## config.mk

```make
export PLATFORM = sky130hd
export DESIGN_NAME = windowed_rms_level_meter
export DESIGN_NICKNAME = d
export VERILOG_FILES = /design/src/hdl/wrms_pkg.sv /design/src/hdl/wrms_ctrl.sv /design/src/hdl/wrms_dp.sv /design/src/hdl/windowed_rms_level_meter.sv
export SDC_FILE = /design/constraint.sdc
export NUM_CORES = 1
export LEC_CHECK = 0
export ABC_CLOCK_PERIOD_IN_PS = 12800
export BUFFER_PORTS_ARGS = -buffer_cell sky130_fd_sc_hd__buf_2
export CAP_MARGIN = 20
export CORE_MARGIN = 4
export CORE_UTILIZATION = 25
export CTS_CLUSTER_SIZE = 40
export DETAILED_ROUTE_END_ITERATION = 16
export HOLD_SLACK_MARGIN = 0.08
export RECOVER_POWER = 50
export SLEW_MARGIN = 10
export SYNTH_ARGS = -nofsm -noshare
export SYNTH_HDL_FRONTEND = slang
export SYNTH_SLANG_ARGS = --single-unit
```

## constraint.sdc

```tcl
create_clock -name clk -period 12.8 [get_ports clk]
set_clock_uncertainty 0.15 [all_clocks]
set_input_delay 2.56 -clock clk [delete_from_list [all_inputs] [get_ports clk]]
set_output_delay 2.56 -clock clk [all_outputs]
set_load 0.005 [all_outputs]
```

## src/hdl/wrms_pkg.sv

```systemverilog
// shared types and constants for the windowed rms level meter
package wrms_pkg;

  localparam int SAMPLE_BITS = 16;
  localparam int IN_W        = 16;
  localparam int WIN_W       = 10;
  localparam int SQ_W        = 2 * IN_W;
  localparam int SUM_W       = 42;
  localparam int ROOT_W      = 16;
  localparam int SROOT_W     = SUM_W / 2;
  localparam int REM_W       = SROOT_W + 2;
  localparam int STEP_W      = 6;

  localparam logic [WIN_W-1:0]  WIN_RESET   = WIN_W'(500);
  localparam logic [IN_W-1:0]   SAMPLE_MASK = IN_W'((64'd1 << SAMPLE_BITS) - 64'd1);
  localparam logic [STEP_W-1:0] DIV_LAST    = STEP_W'(SUM_W - 1);
  localparam logic [STEP_W-1:0] SQRT_LAST   = STEP_W'(SROOT_W - 1);

  typedef struct packed {
    logic load;       // take the sample transfer
    logic square;
    logic accum;
    logic div_step;
    logic sqrt_step;
    logic out_load;
  } cmd_t;

  typedef struct packed {
    logic window_done;
    logic out_free;
  } status_t;

endpackage

```

## src/hdl/wrms_ctrl.sv

```systemverilog
// controller state machine of the windowed rms level meter
module wrms_ctrl (
  input  logic             clk,
  input  logic             rst,
  input  logic             sample_valid,
  output logic             sample_stall,
  input  wrms_pkg::status_t status,
  output wrms_pkg::cmd_t    cmd
);

  localparam logic [2:0] S_IDLE   = 3'd0;
  localparam logic [2:0] S_SQUARE = 3'd1;
  localparam logic [2:0] S_ACCUM  = 3'd2;
  localparam logic [2:0] S_DIV    = 3'd3;
  localparam logic [2:0] S_SQRT   = 3'd4;
  localparam logic [2:0] S_FINISH = 3'd5;

  logic [2:0]                  state, state_next;
  logic [wrms_pkg::STEP_W-1:0] step, step_next;

  assign sample_stall = (state != S_IDLE);

  always_comb begin
    state_next = state;
    step_next  = step;
    cmd        = '0;
    case (state)
      S_IDLE: begin
        if (sample_valid) begin
          cmd.load   = 1'b1;
          state_next = S_SQUARE;
        end
      end
      S_SQUARE: begin
        cmd.square = 1'b1;
        state_next = S_ACCUM;
      end
      S_ACCUM: begin
        cmd.accum = 1'b1;
        step_next = '0;
        state_next = status.window_done ? S_DIV : S_IDLE;
      end
      S_DIV: begin
        cmd.div_step = 1'b1;
        if (step == wrms_pkg::DIV_LAST) begin
          step_next  = '0;
          state_next = S_SQRT;
        end else begin
          step_next = step + 1'b1;
        end
      end
      S_SQRT: begin
        cmd.sqrt_step = 1'b1;
        if (step == wrms_pkg::SQRT_LAST) begin
          step_next  = '0;
          state_next = S_FINISH;
        end else begin
          step_next = step + 1'b1;
        end
      end
      S_FINISH: begin
        // wait until the output register can take the result
        if (status.out_free) begin
          cmd.out_load = 1'b1;
          state_next   = S_IDLE;
        end
      end
      default: begin
        state_next = S_IDLE;
      end
    endcase
  end

  always_ff @(posedge clk) begin
    if (rst) begin
      state <= S_IDLE;
      step  <= '0;
    end else begin
      state <= state_next;
      step  <= step_next;
    end
  end

endmodule

```

## src/hdl/wrms_dp.sv

```systemverilog
// datapath: squarer, accumulator, serial divider, serial square root, output register
module wrms_dp (
  input  logic                         clk,
  input  logic                         rst,
  input  logic [wrms_pkg::IN_W-1:0]    sample,
  input  logic                         window_length_we,
  input  logic [wrms_pkg::WIN_W-1:0]   window_length,
  input  wrms_pkg::cmd_t               cmd,
  output wrms_pkg::status_t            status,
  output logic                         rms_valid,
  input  logic                         rms_stall,
  output logic [wrms_pkg::ROOT_W-1:0]  rms_level
);

  logic [wrms_pkg::WIN_W-1:0]  win_reg;
  logic [wrms_pkg::WIN_W-1:0]  win;
  logic [wrms_pkg::WIN_W-1:0]  divisor;
  logic [wrms_pkg::IN_W-1:0]   sample_reg;
  logic [wrms_pkg::SQ_W-1:0]   product;
  logic [wrms_pkg::SUM_W-1:0]  square_sum;
  logic [wrms_pkg::SUM_W-1:0]  sum_next;
  logic [wrms_pkg::WIN_W-1:0]  sample_count;
  logic [wrms_pkg::WIN_W:0]    count_next;
  logic                        window_done;

  // divider: dq shifts the dividend out and the quotient in
  logic [wrms_pkg::SUM_W-1:0]  dq;
  logic [wrms_pkg::WIN_W-1:0]  drem;
  logic [wrms_pkg::WIN_W:0]    drem_sh;
  logic [wrms_pkg::WIN_W:0]    drem_diff;
  logic                        qbit;

  // square root works on the whole quotient, two bits a step
  logic [wrms_pkg::SUM_W-1:0]   rad;
  logic [wrms_pkg::REM_W-1:0]   srem;
  logic [wrms_pkg::SROOT_W-1:0] root;
  logic [wrms_pkg::REM_W+1:0]   srem_sh;
  logic [wrms_pkg::REM_W+1:0]   trial;
  logic                         rbit;

  assign win         = (win_reg == '0) ? wrms_pkg::WIN_W'(1) : win_reg;
  assign sum_next    = square_sum + {{(wrms_pkg::SUM_W - wrms_pkg::SQ_W){1'b0}}, product};
  assign count_next  = {1'b0, sample_count} + 1'b1;
  assign window_done = (count_next >= {1'b0, win});

  assign drem_sh   = {drem, dq[wrms_pkg::SUM_W-1]};
  assign drem_diff = drem_sh - {1'b0, divisor};
  assign qbit      = (drem_sh >= {1'b0, divisor});

  assign srem_sh = {srem, rad[wrms_pkg::SUM_W-1 -: 2]};
  assign trial   = {{2{1'b0}}, root, 2'b01};
  assign rbit    = (srem_sh >= trial);

  assign status.window_done = window_done;
  assign status.out_free    = !rms_valid || !rms_stall;

  always_ff @(posedge clk) begin
    if (rst) begin
      win_reg      <= wrms_pkg::WIN_RESET;
      square_sum   <= '0;
      sample_count <= '0;
      rms_valid    <= 1'b0;
    end else begin
      if (window_length_we) begin
        win_reg <= window_length;
      end
      if (cmd.accum) begin
        if (window_done) begin
          square_sum   <= '0;
          sample_count <= '0;
        end else begin
          square_sum   <= sum_next;
          sample_count <= count_next[wrms_pkg::WIN_W-1:0];
        end
      end
      if (cmd.out_load) begin
        rms_valid <= 1'b1;
      end else if (rms_valid && !rms_stall) begin
        rms_valid <= 1'b0;
      end
    end
  end

  always_ff @(posedge clk) begin
    if (cmd.load) begin
      sample_reg <= sample & wrms_pkg::SAMPLE_MASK;
    end
    if (cmd.square) begin
      product <= wrms_pkg::SQ_W'(sample_reg) * wrms_pkg::SQ_W'(sample_reg);
    end
    if (cmd.accum) begin
      dq      <= sum_next;
      divisor <= win;
      drem    <= '0;
      srem    <= '0;
      root    <= '0;
    end
    if (cmd.div_step) begin
      dq   <= {dq[wrms_pkg::SUM_W-2:0], qbit};
      drem <= qbit ? drem_diff[wrms_pkg::WIN_W-1:0] : drem_sh[wrms_pkg::WIN_W-1:0];
    end
    if (cmd.div_step && (cmd.sqrt_step == 1'b0)) begin
      // a window cut short can leave a quotient above 32 bits, so keep all of it
      rad <= {dq[wrms_pkg::SUM_W-2:0], qbit};
    end
    if (cmd.sqrt_step) begin
      rad  <= {rad[wrms_pkg::SUM_W-3:0], 2'b00};
      srem <= rbit ? wrms_pkg::REM_W'(srem_sh - trial) : srem_sh[wrms_pkg::REM_W-1:0];
      root <= {root[wrms_pkg::SROOT_W-2:0], rbit};
    end
    if (cmd.out_load) begin
      rms_level <= root[wrms_pkg::ROOT_W-1:0];
    end
  end

endmodule

```

## src/hdl/windowed_rms_level_meter.sv

```systemverilog
// top level of the windowed rms level meter
//
// sample channel: sample_valid / sample_stall / sample. a transfer happens
// on a rising edge with sample_valid high and sample_stall low. only the low
// SAMPLE_BITS bits of a sample are used.
// result channel: rms_valid / rms_stall / rms_level, one result per window,
// floor(sqrt(floor(sum of squares / window_length))), low 16 bits.
// window_length is written through window_length_we; 0 acts as 1.
// each sample is captured, multiplied and accumulated, and sample_stall
// stays high until it is through. the sample that closes its window then
// goes on through the bit-serial divider and the digit-serial square root
// and waits to load the output register. the output register holds a
// result while rms_stall is high; new samples are still taken then, until
// the next window's result waits for it, which stalls samples as well.
// reset (rst, synchronous) clears the sum, the sample count and the output
// valid, and sets window_length to 500.
module windowed_rms_level_meter (
  input  logic                         clk,
  input  logic                         rst,
  input  logic                         sample_valid,
  output logic                         sample_stall,
  input  logic [wrms_pkg::IN_W-1:0]    sample,
  input  logic                         window_length_we,
  input  logic [wrms_pkg::WIN_W-1:0]   window_length,
  output logic                         rms_valid,
  input  logic                         rms_stall,
  output logic [wrms_pkg::ROOT_W-1:0]  rms_level
);

  wrms_pkg::cmd_t    cmd;
  wrms_pkg::status_t status;

  wrms_ctrl u_ctrl (
    .clk          (clk),
    .rst          (rst),
    .sample_valid (sample_valid),
    .sample_stall (sample_stall),
    .status       (status),
    .cmd          (cmd)
  );

  wrms_dp u_dp (
    .clk              (clk),
    .rst              (rst),
    .sample           (sample),
    .window_length_we (window_length_we),
    .window_length    (window_length),
    .cmd              (cmd),
    .status           (status),
    .rms_valid        (rms_valid),
    .rms_stall        (rms_stall),
    .rms_level        (rms_level)
  );

endmodule
```

==> flow_summary.ini <==
[outcome]
status = complete, but fails checks
violations = capacitance limit, slew limit

[die]
start_util = 0.2538
rows = 107
die_w_um = 303.2
io_pins = 49
dieHeight_um = 303.2
design.core.area_um2 = 85820
dieArea_um2 = 91900

[yosys]
synth_area_per_cell_um2 = 9.636
synth-edff-count = 209
ys_seq_area_frac = 0.3562
yosysWarnings = 0
synth_area_leader_cell = edfxtp_1
synthCells = 2260
syn_nets = 2636
ys_seq_elements = 283
synth.area.top_cells = edfxtp_1, fa_1, ha_1
ys.flop_type = edfxtp_1
async_reset_ff_frac = 0
ys_types = 81
synth_top_cell_area_share = 0.2882
syn_area_um2 = 21780

[sta]
tightest_slew_ps = 3199
tns_ps = 0
hold_viol_final = 0
rsz0062_at_grt = no
finalCritPeriodShare = 0.5335
drv_slew = 316
max_freq_mhz = 146.4
max_slew_margin = -1.132
setup_viol = 0
fin_crit_ps = 6829

[critical_path]
crit_type = reg2reg
cp-end-kind = flop
cp_data_required_time_ps = 12920
reg2reg_from = u_dp.sample_reg[5]
cp_data_arrival_time_ps = 6950
r2r_setup_slack_ps = 5970
r2r-end = u_dp.product[30]
r2r_cells = 20
cp-start-kind = flop
path_max_fanout = 17

[clock_network]
clkSinkCount = 283
clk_path_buf_depth = 3
cts_buffers = 34
cts_tree = done
cts_setup_buffers = 0
clockRootBuffer = clkbuf_16
ctsHoldBuffers = 0
clk_pin_slew_ps = 60
htree_levels = 2
cts_resized = 0
clk_latency_ps = 550

[placed_design]
hpwl_um = 33820
gp_routability_congestion = 0.8276
placed_cells = 3376
portBuffers = 48

[global_routing]
overflow = 0
first_global_vias = 15010
grt_max_degree = 78
grt_first_pass_wirelength_um = 76780
antenna_found_initial = 0
grt_usage = 0.1008

[detailed_routing]
drt_iter0_markers = 926
wl_um = 45820
wire_per_inst_um = 13.32
vias = 14980
viasPerCell = 4.354
drc_errors = 0
postRouteAntennaNets = 0
dr.pass1.iters = 5

[final_layout]
layout_commonest_cell = inv_1
num-fill-cells = 8995
area_delta_synth_final_pct = 11.45
final_cell_count_no_fill = 3439
multi_input_area_um2 = 12430
n_antenna_cell = 0
drive_gt1_frac = 0.06187
nets = 2645
seq_area_um2 = 7757
final_cell_mix = inv_1, nand2_1, edfxtp_1, ha_1, fa_1
reg.largest.list = u_dp.dq: 42 flops, u_dp.rad: 42 flops, u_dp.square_sum: 42 flops

[hold_path]
hold_path_end = u_dp.rms_level[5]
hold_path_depth = 0
hp-start = u_dp.root[5]
hold_path.class = reg2reg

[job]
drv_cap = 7
==> critical path: stages (launching register included) <==
cell and delay (ps):
edfxtp_1 780, nand2_1 250, fa_1 590, inv_1 50
fa_1 460, fa_1 520, fa_1 510, fa_1 550
inv_1 50, fa_1 520, inv_1 40, ha_1 330
o21a_1 210, o21ai_0 340, nor2_1 80, a21oi_1 170
o211a_1 230, o211ai_1 110, a21boi_0 290, o21ai_0 170
xor2_1 150
==> worst max-delay path by stage <==
| stage | start | endpoint | slack [ps] | cells past startpoint |
|---|---|---|---|---|
| 2_1_floorplan | u_dp.sample_reg[4] | u_dp.product[30] | 6420 | 22 |
| 3_3_place_gp | u_dp.sample_reg[4] | u_dp.product[30] | 6140 | 20 |
| 3_5_place_dp | u_dp.sample_reg[4] | u_dp.product[30] | 6060 | 20 |
| 4_1_cts | u_dp.sample_reg[4] | u_dp.product[30] | 6020 | 20 |
| 5_1_grt | u_ctrl.state[1] | u_dp.dq[7] | 5330 | 6 |
| 6_report | u_dp.sample_reg[5] | u_dp.product[30] | 5970 | 20 |
==> per-stage QoR <==
step	hold slack [ps]	util	setup WS, ps	area, µm²
detailed placement	282.4	0.2705	6061	23220
global placement	282.9	0.2705	6139	23220
global route	301.6	0.2828	5327	24270
CTS	294.2	0.2833	6020	24310
finish	294.3	0.2828	5971	24270
floorplan	276.4	-	6424	21780
==> cells in the mapped netlist, types with 48 or more instances <==
| master | count |
|---|---|
| inv_1 | 327 |
| xnor2_1 | 53 |
| xor2_1 | 48 |
| nor2_1 | 143 |
| fa_1 | 165 |
| clkbuf_1 | 74 |
| ha_1 | 180 |
| edfxtp_1 | 209 |
| o21ai_0 | 85 |
| and2_1 | 61 |
| dfxtp_1 | 74 |
| a21oi_1 | 150 |
| nand2_1 | 289 |
==> cell families (layout without fill, tap and decap cells) <==
family / Yosys count / in the layout / share of synthesized area
simple gates: 681 / 681 / 0.1466
buf+inv: 418 / 453 / 0.07360
compound gates: 411 / 411 / 0.1182
fa+ha+maj: 345 / 345 / 0.2551
flops: 283 / 283 / 0.3562
xor+xnor: 101 / 101 / 0.04062
mux: 21 / 21 / 0.009709
==> per-layer routing <==
layer	share of wire	track usage	vias up
li1	-	-	7582
met1	0.50	0.1446	7111
met2	0.45	0.1596	230
met5	0	0	-
met3	0.036	0.01548	52
met4	0.019	0.02456	0
==> cell type report <==
class / instances / share of cell area
clock buffer: 42 / 0.03758
tap: 1144 / 0.05897
timing repair buffer: 63 / 0.01345
sequential: 283 / 0.3196
multi-input combinational: 1559 / 0.5122
clock inverter: 20 / 0.007475
inverter: 328 / 0.05072
Power is not shown: default switching activity piles up to over one toggle a cycle in this logic, so the estimate is an artifact.
